<file path="config.mk">
export PLATFORM = sky130hd
export DESIGN_NAME = taylor_sine_until_tolerance
export DESIGN_NICKNAME = d
export VERILOG_FILES = /design/src/rtl/core/tsut_pkg.sv /design/src/rtl/core/tsut_div.sv /design/src/rtl/core/taylor_sine_until_tolerance.sv
export SDC_FILE = /design/constraint.sdc
export NUM_CORES = 2
export LEC_CHECK = 0
export ABC_AREA = 1
export BUFFER_PORTS_ARGS = -buffer_cell sky130_fd_sc_hd__buf_2
export CORE_UTILIZATION = 30
export CTS_BUF_LIST = sky130_fd_sc_hd__clkbuf_4 sky130_fd_sc_hd__clkbuf_8
export CTS_CLUSTER_DIAMETER = 200
export DETAILED_ROUTE_END_ITERATION = 16
export PLACE_DENSITY = 0.52
export SLEW_MARGIN = 20
export SYNTH_ARGS = -nofsm -noshare
export SYNTH_HDL_FRONTEND = slang
export SYNTH_HIERARCHICAL = 1
export SYNTH_SLANG_ARGS = --single-unit
</file>
<file path="constraint.sdc">
create_clock -name clk -period 14.81 [get_ports clk]
set_input_delay 2.962 -clock clk [delete_from_list [all_inputs] [get_ports clk]]
set_output_delay 2.962 -clock clk [all_outputs]
set_load 0.01 [all_outputs]
</file>
<file path="src/rtl/core/tsut_pkg.sv">
// Package for the Taylor series sine block: sizes, fixed-point constants,
// sequencer states and the divider status struct.
// No dependencies.
`timescale 1ns / 1ps

package tsut_pkg;

  localparam int MAX_ANGLE = 16;
  localparam int FRAC_BITS = 32;
  localparam int MAX_TERMS = 32;

  localparam int ANGLE_W = 6;                        // input angle field
  localparam int AX_W    = $clog2(MAX_ANGLE + 1);    // magnitude of clamped angle
  localparam int X2_W    = 2 * AX_W;                 // angle squared
  localparam int MAG_W   = 63;                       // unsigned term magnitude
  localparam int SUM_W   = 64;                       // signed Q31.32 sum
  localparam int PROD_W  = MAG_W + X2_W;             // term times angle squared
  localparam int TOL_W   = 32;
  localparam int CNT_W   = $clog2(MAX_TERMS + 1);    // term counter
  localparam int OCNT_W  = 6;                        // term_count field
  localparam int D_W     = $clog2(2 * MAX_TERMS + 2);// denominator factor
  localparam int DIV_W   = 2 * D_W;                  // d1 * d2
  localparam int DSTEP_W = $clog2(MAG_W);            // divider step counter

  // The Q0.32 tolerance is aligned to FRAC_BITS by one of these shifts.
  localparam int TOL_SHL = (FRAC_BITS > TOL_W) ? FRAC_BITS - TOL_W : 0;
  localparam int TOL_SHR = (FRAC_BITS < TOL_W) ? TOL_W - FRAC_BITS : 0;

  localparam logic [TOL_W-1:0] TOL_RESET = TOL_W'(4294967);
  localparam logic [MAG_W-1:0] MAG_MAX   = {MAG_W{1'b1}};

  typedef enum logic [2:0] {
    ST_IDLE,
    ST_CHECK,
    ST_MUL,
    ST_DIV_START,
    ST_DIV_WAIT,
    ST_ACC,
    ST_OUT
  } state_t;

  typedef struct packed {
    logic busy;
    logic done;
  } div_status_t;

endpackage

</file>
<file path="src/rtl/core/tsut_div.sv">
// Serial restoring divider for the sine block: one quotient bit per cycle.
// Depends on tsut_pkg for widths and the status struct.
`timescale 1ns / 1ps

module tsut_div (
  input  logic                        clk,
  input  logic                        rst_n,
  input  logic                        start,
  input  logic [tsut_pkg::MAG_W-1:0]  dividend,
  input  logic [tsut_pkg::DIV_W-1:0]  divisor,
  output logic [tsut_pkg::MAG_W-1:0]  quotient,
  output tsut_pkg::div_status_t       status
);

  logic                          busy_r, busy_nxt;
  logic                          done_r, done_nxt;
  logic [tsut_pkg::DSTEP_W-1:0]  cnt_r, cnt_nxt;
  logic [tsut_pkg::MAG_W-1:0]    quo_r, quo_nxt;
  logic [tsut_pkg::DIV_W:0]      rem_r, rem_nxt;
  logic [tsut_pkg::DIV_W-1:0]    dvs_r, dvs_nxt;
  logic [tsut_pkg::DIV_W:0]      rem_sh;

  always_comb begin
    busy_nxt = busy_r;
    done_nxt = 1'b0;
    cnt_nxt  = cnt_r;
    quo_nxt  = quo_r;
    rem_nxt  = rem_r;
    dvs_nxt  = dvs_r;
    rem_sh   = {rem_r[tsut_pkg::DIV_W-1:0], quo_r[tsut_pkg::MAG_W-1]};
    if (start) begin
      busy_nxt = 1'b1;
      cnt_nxt  = tsut_pkg::DSTEP_W'(tsut_pkg::MAG_W - 1);
      quo_nxt  = dividend;
      rem_nxt  = '0;
      dvs_nxt  = divisor;
    end else if (busy_r) begin
      if (rem_sh >= {1'b0, dvs_r}) begin
        rem_nxt = rem_sh - {1'b0, dvs_r};
        quo_nxt = {quo_r[tsut_pkg::MAG_W-2:0], 1'b1};
      end else begin
        rem_nxt = rem_sh;
        quo_nxt = {quo_r[tsut_pkg::MAG_W-2:0], 1'b0};
      end
      cnt_nxt = cnt_r - 1'b1;
      if (cnt_r == '0) begin
        busy_nxt = 1'b0;
        done_nxt = 1'b1;
      end
    end
  end

  always_ff @(posedge clk) begin
    if (!rst_n) begin
      busy_r <= 1'b0;
      done_r <= 1'b0;
    end else begin
      busy_r <= busy_nxt;
      done_r <= done_nxt;
    end
    cnt_r <= cnt_nxt;
    quo_r <= quo_nxt;
    rem_r <= rem_nxt;
    dvs_r <= dvs_nxt;
  end

  assign quotient    = quo_r;
  assign status.busy = busy_r;
  assign status.done = done_r;

endmodule

</file>
<file path="src/rtl/core/taylor_sine_until_tolerance.sv">
// Top level of the Taylor series sine block: sequencer, term datapath and ports.
// Depends on tsut_pkg and tsut_div.
`timescale 1ns / 1ps

// Usage:
// An angle in whole radians arrives on the in_ channel (valid/ready). The
// block clamps it to +/-16, then sums the Maclaurin series of sine in signed
// Q31.32 until the magnitude of the latest term no longer exceeds the
// tolerance register, or until 32 terms have been summed (limit_reached).
// Each added term passes through ST_CHECK, ST_MUL, ST_DIV_START, ST_DIV_WAIT
// and ST_ACC: a multiply by the angle squared, then a serial divide by d1*d2.
// The serial divider sets the time taken per term.
// in_ready is high only while the sequencer is idle; one item is worked on at
// a time. The result sits in an output register, so a new transfer is taken
// while the previous result still waits on a stalled receiver; the sequencer
// holds the finished result until that register is free.
// The cfg_ channel writes the tolerance (unsigned Q0.32) and is always ready;
// write it only while the block is idle. Reset loads the tolerance with about
// 0.001 and drops all valid flags.
module taylor_sine_until_tolerance (
  input  logic                              clk,
  input  logic                              rst_n,
  input  logic                              in_valid,
  output logic                              in_ready,
  input  logic signed [tsut_pkg::ANGLE_W-1:0] in_angle,
  output logic                              out_valid,
  input  logic                              out_ready,
  output logic signed [tsut_pkg::SUM_W-1:0] out_sine_value,
  output logic [tsut_pkg::OCNT_W-1:0]       out_term_count,
  output logic                              out_limit_reached,
  input  logic                              cfg_valid,
  output logic                              cfg_ready,
  input  logic [tsut_pkg::TOL_W-1:0]        cfg_data
);

  tsut_pkg::state_t                  state_r, state_nxt;
  logic [tsut_pkg::TOL_W-1:0]        tol_r, tol_nxt;
  logic [tsut_pkg::X2_W-1:0]         x2_r, x2_nxt;
  logic [tsut_pkg::MAG_W-1:0]        mag_r, mag_nxt;
  logic                              neg_r, neg_nxt;
  logic signed [tsut_pkg::SUM_W-1:0] sum_r, sum_nxt;
  logic [tsut_pkg::CNT_W-1:0]        cnt_r, cnt_nxt;
  logic [tsut_pkg::D_W-1:0]          d1_r, d1_nxt, d2_r, d2_nxt;
  logic [tsut_pkg::DIV_W-1:0]        dvs_r, dvs_nxt;
  logic                              lim_r, lim_nxt;
  logic                              ovld_r, ovld_nxt;
  logic signed [tsut_pkg::SUM_W-1:0] osum_r, osum_nxt;
  logic [tsut_pkg::OCNT_W-1:0]       ocnt_r, ocnt_nxt;
  logic                              olim_r, olim_nxt;

  logic signed [tsut_pkg::ANGLE_W-1:0] ang_clamp;
  logic signed [tsut_pkg::ANGLE_W-1:0] ang_abs;
  logic [tsut_pkg::AX_W-1:0]           ax;
  logic [tsut_pkg::MAG_W-1:0]          mag_init;
  logic [tsut_pkg::MAG_W-1:0]          tol_al;
  logic [tsut_pkg::PROD_W-1:0]         prod;
  logic signed [tsut_pkg::SUM_W-1:0]   term_init;
  logic signed [tsut_pkg::SUM_W-1:0]   term_acc;
  logic signed [tsut_pkg::SUM_W:0]     sum_wide;
  logic                                div_start;
  logic [tsut_pkg::MAG_W-1:0]          div_quo;
  tsut_pkg::div_status_t               div_st;

  tsut_div u_div (
    .clk      (clk),
    .rst_n    (rst_n),
    .start    (div_start),
    .dividend (mag_r),
    .divisor  (dvs_r),
    .quotient (div_quo),
    .status   (div_st)
  );

  // Angle clamp and magnitude of the first term.
  always_comb begin
    if (in_angle > tsut_pkg::ANGLE_W'(tsut_pkg::MAX_ANGLE)) begin
      ang_clamp = tsut_pkg::ANGLE_W'(tsut_pkg::MAX_ANGLE);
    end else if (in_angle < -tsut_pkg::ANGLE_W'(tsut_pkg::MAX_ANGLE)) begin
      ang_clamp = -tsut_pkg::ANGLE_W'(tsut_pkg::MAX_ANGLE);
    end else begin
      ang_clamp = in_angle;
    end
    ang_abs   = ang_clamp[tsut_pkg::ANGLE_W-1] ? -ang_clamp : ang_clamp;
    ax        = ang_abs[tsut_pkg::AX_W-1:0];
    mag_init  = tsut_pkg::MAG_W'(ax) << tsut_pkg::FRAC_BITS;
    term_init = ang_clamp[tsut_pkg::ANGLE_W-1] ? -$signed({1'b0, mag_init})
                                               : $signed({1'b0, mag_init});
  end

  assign tol_al   = (tsut_pkg::MAG_W'(tol_r) << tsut_pkg::TOL_SHL) >> tsut_pkg::TOL_SHR;
  assign prod     = tsut_pkg::PROD_W'(mag_r) * tsut_pkg::PROD_W'(x2_r);
  assign term_acc = neg_r ? -$signed({1'b0, mag_r}) : $signed({1'b0, mag_r});
  assign sum_wide = {sum_r[tsut_pkg::SUM_W-1], sum_r}
                  + {term_acc[tsut_pkg::SUM_W-1], term_acc};

  always_comb begin
    state_nxt = state_r;
    tol_nxt   = tol_r;
    x2_nxt    = x2_r;
    mag_nxt   = mag_r;
    neg_nxt   = neg_r;
    sum_nxt   = sum_r;
    cnt_nxt   = cnt_r;
    d1_nxt    = d1_r;
    d2_nxt    = d2_r;
    dvs_nxt   = dvs_r;
    lim_nxt   = lim_r;
    ovld_nxt  = ovld_r;
    osum_nxt  = osum_r;
    ocnt_nxt  = ocnt_r;
    olim_nxt  = olim_r;
    div_start = 1'b0;

    if (cfg_valid) begin
      tol_nxt = cfg_data;
    end
    if (ovld_r && out_ready) begin
      ovld_nxt = 1'b0;
    end

    unique case (state_r)
      tsut_pkg::ST_IDLE: begin
        if (in_valid) begin
          x2_nxt    = tsut_pkg::X2_W'(ax) * tsut_pkg::X2_W'(ax);
          mag_nxt   = mag_init;
          neg_nxt   = ang_clamp[tsut_pkg::ANGLE_W-1];
          sum_nxt   = term_init;
          cnt_nxt   = tsut_pkg::CNT_W'(1);
          d1_nxt    = tsut_pkg::D_W'(2);
          d2_nxt    = tsut_pkg::D_W'(3);
          lim_nxt   = 1'b0;
          state_nxt = tsut_pkg::ST_CHECK;
        end
      end
      tsut_pkg::ST_CHECK: begin
        if (mag_r > tol_al) begin
          if (cnt_r >= tsut_pkg::CNT_W'(tsut_pkg::MAX_TERMS)) begin
            lim_nxt   = 1'b1;
            state_nxt = tsut_pkg::ST_OUT;
          end else begin
            state_nxt = tsut_pkg::ST_MUL;
          end
        end else begin
          state_nxt = tsut_pkg::ST_OUT;
        end
      end
      tsut_pkg::ST_MUL: begin
        // The product saturates at the largest term magnitude.
        if (prod[tsut_pkg::PROD_W-1:tsut_pkg::MAG_W] != '0) begin
          mag_nxt = tsut_pkg::MAG_MAX;
        end else begin
          mag_nxt = prod[tsut_pkg::MAG_W-1:0];
        end
        dvs_nxt   = tsut_pkg::DIV_W'(d1_r) * tsut_pkg::DIV_W'(d2_r);
        state_nxt = tsut_pkg::ST_DIV_START;
      end
      tsut_pkg::ST_DIV_START: begin
        div_start = 1'b1;
        state_nxt = tsut_pkg::ST_DIV_WAIT;
      end
      tsut_pkg::ST_DIV_WAIT: begin
        if (div_st.done) begin
          mag_nxt   = div_quo;
          neg_nxt   = !neg_r;
          state_nxt = tsut_pkg::ST_ACC;
        end
      end
      tsut_pkg::ST_ACC: begin
        if (sum_wide[tsut_pkg::SUM_W] != sum_wide[tsut_pkg::SUM_W-1]) begin
          sum_nxt = sum_wide[tsut_pkg::SUM_W]
                  ? {1'b1, {(tsut_pkg::SUM_W-1){1'b0}}}
                  : {1'b0, {(tsut_pkg::SUM_W-1){1'b1}}};
        end else begin
          sum_nxt = sum_wide[tsut_pkg::SUM_W-1:0];
        end
        cnt_nxt   = cnt_r + 1'b1;
        d1_nxt    = d1_r + tsut_pkg::D_W'(2);
        d2_nxt    = d2_r + tsut_pkg::D_W'(2);
        state_nxt = tsut_pkg::ST_CHECK;
      end
      tsut_pkg::ST_OUT: begin
        // Wait until the output register is free or being emptied.
        if (!ovld_r || out_ready) begin
          ovld_nxt  = 1'b1;
          osum_nxt  = sum_r;
          ocnt_nxt  = tsut_pkg::OCNT_W'(cnt_r);
          olim_nxt  = lim_r;
          state_nxt = tsut_pkg::ST_IDLE;
        end
      end
      default: state_nxt = tsut_pkg::ST_IDLE;
    endcase
  end

  always_ff @(posedge clk) begin
    if (!rst_n) begin
      state_r <= tsut_pkg::ST_IDLE;
      tol_r   <= tsut_pkg::TOL_RESET;
      ovld_r  <= 1'b0;
    end else begin
      state_r <= state_nxt;
      tol_r   <= tol_nxt;
      ovld_r  <= ovld_nxt;
    end
    x2_r   <= x2_nxt;
    mag_r  <= mag_nxt;
    neg_r  <= neg_nxt;
    sum_r  <= sum_nxt;
    cnt_r  <= cnt_nxt;
    d1_r   <= d1_nxt;
    d2_r   <= d2_nxt;
    dvs_r  <= dvs_nxt;
    lim_r  <= lim_nxt;
    osum_r <= osum_nxt;
    ocnt_r <= ocnt_nxt;
    olim_r <= olim_nxt;
  end

  assign in_ready          = (state_r == tsut_pkg::ST_IDLE);
  assign cfg_ready         = 1'b1;
  assign out_valid         = ovld_r;
  assign out_sine_value    = osum_r;
  assign out_term_count    = ocnt_r;
  assign out_limit_reached = olim_r;

  // A result always counts the first term.
  a_count_nonzero: assert property (@(posedge clk) disable iff (!rst_n)
    out_valid |-> (out_term_count != '0))
    else $error("result with zero term count");

  // The limit flag only comes with a full term count.
  a_limit_full: assert property (@(posedge clk) disable iff (!rst_n)
    (out_valid && out_limit_reached) |->
      (out_term_count == tsut_pkg::OCNT_W'(tsut_pkg::MAX_TERMS)))
    else $error("limit flag without full term count");

  // After an input transfer the block is busy.
  a_busy_after_in: assert property (@(posedge clk) disable iff (!rst_n)
    (in_valid && in_ready) |=> !in_ready)
    else $error("ready right after an input transfer");

  // The divider finishes only while the sequencer waits for it.
  a_div_done_wait: assert property (@(posedge clk) disable iff (!rst_n)
    div_st.done |-> (state_r == tsut_pkg::ST_DIV_WAIT))
    else $error("divider done outside its wait state");

endmodule
</file>
# == After elaboration in Yosys (flattened, before gate mapping) ==
# Cells that the tools add are included.
# op_classes
n_reduce_logical,20
n_mux,44
n_eq_ne,12
n_lt_le_gt_ge,5
multipliers,3
bitwise_logic,2
add_sub_neg,9
# ops
operator,n
64-bit two-way mux,5
63-bit two-way mux,5
63-bit case mux with 3 select lines,1
64-bit case mux with 2 select lines,1
63-bit by 10-bit multiplier with 73-bit output,1
64-bit by 64-bit adder with 65-bit output,1
37-bit negation with 64-bit output,1
63-bit negation with 64-bit output,1
63-bit by 32-bit > comparator with 1-bit output,1
7-bit case mux with 2 select lines,2
3-bit case mux with 7 select lines,1
6-bit two-way mux,3
15-bit by 14-bit >= comparator with 1-bit output,1
3-bit two-way mux,5
7-bit by 2-bit adder with 7-bit output (second input constant),2
7-bit by 7-bit multiplier with 14-bit output,1
1-bit two-way mux,14
14-bit two-way mux,1
7-bit two-way mux,2
14-bit subtractor,1
6-bit case mux with 2 select lines,1
5-bit by 5-bit multiplier with 10-bit output,1
10-bit nonzero test,1
3-bit == test (second input constant),3
25 further kinds,39
# word_totals
word_cells,116
input_bits,43
ff_bits,379

# == Longest topological paths before layout ==
# logic_depth
word_depth,9
depth_mapped,35

# == By module ==
# Netlist, hierarchy kept.
# modules_own_cells
mod,seq_area_each_um2,n_inst,cells_per_inst,area_per_inst_um2
taylor_sine_until_tolerance,7927.6,1,5595,40836.7
tsut_div,2752.6,1,616,5180.0

# == Worst setup path before layout ==
# No wires, ideal clock.
# synth_path
path_kind,input -> register
from,input port in_angle[5] in the netlist's numbering
to,register x2_r[8] in the netlist's numbering (data pin)
n_path_buf,1
arrival_time_ns,7.020
setup_ns,0.258
path_slack_ns,7.532
cell_stages,23
path_cell_list,buf_2 -> clkinv_2 -> nor2_1 -> or2_2 -> nor2_2 -> inv_1 -> ha_1 -> inv_1 -> nor3_1 -> a21oi_1 -> nor2_1 -> fa_1 -> inv_1 -> fa_1 -> inv_1 -> ha_1 -> a21o_1 -> ha_1 -> a21oi_1 -> nor2_1 -> o21a_1 -> nor2_1 -> xnor2_1
# synth_between
elab_chain_len,6
elab_cells_between_ends,7
classes_between,add/sub: 1; mul: 1; order compare: 2; mux: 3
# synth_lines
element,line_no,rtl
"start, declared",taylor_sine_until_tolerance.sv:25,"input logic signed [tsut_pkg::ANGLE_W-1:0] in_angle,"
6-bit by 5-bit < comparator with 1-bit output,taylor_sine_until_tolerance.sv:78,end else if (in_angle < -tsut_pkg::ANGLE_W'(tsut_pkg::MAX_ANGLE)) begin
6-bit two-way mux,taylor_sine_until_tolerance.sv:78,
6-bit two-way mux *,taylor_sine_until_tolerance.sv:76,if (in_angle > tsut_pkg::ANGLE_W'(tsut_pkg::MAX_ANGLE)) begin
5-bit negation,taylor_sine_until_tolerance.sv:83,ang_abs = ang_clamp[tsut_pkg::ANGLE_W-1] ? -ang_clamp : ang_clamp;
5-bit two-way mux *,taylor_sine_until_tolerance.sv:83,
net ang_abs (one bit),taylor_sine_until_tolerance.sv:52,logic signed [tsut_pkg::ANGLE_W-1:0] ang_abs;
5-bit by 5-bit multiplier with 10-bit output *,taylor_sine_until_tolerance.sv:124,x2_nxt = tsut_pkg::X2_W'(ax) * tsut_pkg::X2_W'(ax);
"end signal, assigned",taylor_sine_until_tolerance.sv:205,x2_r <= x2_nxt;
"end, declared",taylor_sine_until_tolerance.sv:38,"logic [tsut_pkg::X2_W-1:0] x2_r, x2_nxt;"
# Mark *: on every way through the listed nets, which the timed path passes. The rest lies on a longest branch.
# A chain may end at the register's enable or synchronous reset.

# == Worst setup path in the final report ==
# layout_path
from,register x2_r[9] in the netlist's numbering
to,register mag_r[40] in the netlist's numbering (data pin)
# layout_between
elab_chain_len,4
# layout_lines
element,line_no,rtl
63-bit by 10-bit multiplier with 73-bit output *,taylor_sine_until_tolerance.sv:91,assign prod = tsut_pkg::PROD_W'(mag_r) * tsut_pkg::PROD_W'(x2_r);
10-bit nonzero test,taylor_sine_until_tolerance.sv:149,if (prod[tsut_pkg::PROD_W-1:tsut_pkg::MAG_W] != '0) begin
63-bit two-way mux *,taylor_sine_until_tolerance.sv:149,
63-bit case mux with 3 select lines *,taylor_sine_until_tolerance.sv:121,unique case (state_r)
"end signal, assigned",taylor_sine_until_tolerance.sv:206,mag_r <= mag_nxt;
"end, declared",taylor_sine_until_tolerance.sv:39,"logic [tsut_pkg::MAG_W-1:0] mag_r, mag_nxt;"
# Mark *: on every way between the ends. The rest lies on a longest branch, timed or not.

==> results.tsv <==
stage	metric	value	unit
run_status	status	finished, final reports clean	
cells_and_area	final_nets	7065	
timing	period_share	53.1	%
timing	finalSetupViolations	0	
critical_path	cpMaxStageDelayCell	buf_4	
placed_design	gp_congestion	0.951	
cts	cts.htree.levels	3	
timing	setup_tns	0	ps
grt	grt_max_degree	68	
cts	post_cts_buffers	0	
cells_and_area	fin_util	33.1	%
grt	grt_pass1_vias	39900	
critical_path	endpoint_kind	register	
cts	clockBufferDepth	3	
drt	drc	0	
timing	relSlewSlack	24.1	%
floorplan	die_h	394	µm
drt	route.detailed.wl_per_inst	17.6	µm
timing	final.min_clock_period	7860	ps
critical_path	startpoint	x2_r[9]	
timing	rsz0062_at_grt	false	
critical_path	crit_path_start_kind	register	
floorplan	initial_core_util	30.3	%
grt	grtUsageTotal	19.1	%
logic_synthesis	netlist_instances	6210	
logic_synthesis	syn_area	46000	µm²
timing	tightest_slew	1140	ps
critical_path	rrSetupSlack	6950	ps
critical_path	crit_top_cell	inv_1	
min_path	hold_path_class	register to register	
job	maxCapViolations	0	
placed_design	portBuffers	115	
drt	ant_nets	0	
grt	antenna_found_initial	3	
timing	skew	49.6	ps
cells_and_area	layout-drive-gt1-share	7.28	%
drt	drtIter0Drc	2638	
floorplan	core_area	152000	µm²
cells_and_area	regArea	10700	µm²
cells_and_area	layout_commonest_cell	nand2_1	
cts	clk_pin_slew_worst_paths	60	ps
logic_synthesis	syn_area_per_cell	7.41	µm²
critical_path	r2r_cells	28	
drt	drtPass1Iterations	6	
critical_path	crit_fanout	58	
critical_path	reg2reg_to	mag_r[40]	
cts	cts_tree	done	
grt	overflow	0	
cts	clk_latency	780	ps
cts	cts_resized	0	
cts	numClockSinks	375	
cts	hold_buffers	0	
timing	fmax	127	MHz
critical_path	timing.rr.start	x2_r[9]	
critical_path	cp.required	15320	ps
timing	drv_slew	0	
drt	vias	38900	
placed_design	place_area	48600	µm²
timing	hold_violations	0	
drt	wl	147	mm
critical_path	slowest_delay	700	ps
floorplan	die_x	394	µm
cells_and_area	multi_input_area	28800	µm²
cells_and_area	fillers	16400	
logic_synthesis	synth_warnings	6	
grt	grt_first_pass_wirelength	231	mm
critical_path	crit_arrival	8370	ps
cells_and_area	mostFrequentLayoutCells	nand2_1 (1,744), inv_1 (1,449), fa_1 (447), nor2_1 (363), ha_1 (329)	
cells_and_area	fin_area	50300	µm²
critical_path	critPathKind	register to register	
floorplan	die-area	155000	µm²
cells_and_area	syn2layout_area_growth	9.30	%
cts	numCtsBuffers	75	
floorplan	rows	143	
drt	vias_per_cell	4.67	
cts	root_buffer	clkbuf_8	
placed_design	dpl.hpwl	114	mm
critical_path	crit_end	mag_r[40]	
floorplan	num_io_pins	117	
## routing by layer
| metal | part of all wire, % | vias up | global-route usage, % |
|---|---|---|---|
| met4 | 2.4 | 0 | 4.61 |
| met5 | 0 | - | 0 |
| met2 | 47 | 933 | 32.4 |
| met3 | 5.0 | 188 | 2.74 |
| met1 | 45 | 18900 | 25.5 |
| li1 | - | 18900 | - |
## worst max-delay path: cells and delay by family (launching register included)
family          cells  cell delay [ps]
compound gates      5             1180
fa+ha+maj           6             3030
buf+inv             9             1940
simple gates        8              950
flops               1              320
## registers in the layout, summed over array words and instances, names as in the netlist, 9 cells and up
register,cells
out_sine_value,64
sum_r,64
mag_r,63
u_div/quotient,63
tol_r,32
u_div/dvs_r,14
u_div/rem_r,14
dvs_r,13
x2_r,9
## how the worst min path moves through the flow
stage	to	slack [ps]	startpoint	cells past startpoint
6_report	u_div/dvs_r[10]	410	dvs_r[10]	0
5_1_grt	u_div/dvs_r[10]	420	dvs_r[10]	0
4_1_cts	u_div/dvs_r[10]	410	dvs_r[10]	0
3_5_place_dp	u_div/dvs_r[3]	400	dvs_r[3]	0
3_3_place_gp	u_div/dvs_r[7]	400	dvs_r[7]	0
2_1_floorplan	out_limit_reached	400	lim_r	0
## stage by stage
step	setup WS [ps]	hold WS (ps)	instances
CTS	7000	412	8333
floorplan	7530	400	6211
detailed placement	6910	405	8199
global route	6480	418	8336
global placement	7040	402	8199
finish	6950	413	8336
## final cells by class
class,instances,area share (%)
clock inverter,33,0.833
inverter,1482,11.1
antenna,3,0.0149
tap,2030,5.05
clock buffer,101,2.49
sequential,375,21.2
timing repair buffer,176,2.06
multi-input combinational,4136,57.2
Power is left out: the tool's default activity adds up to more than one toggle a clock period on the data nets, which glitch-free logic cannot reach.
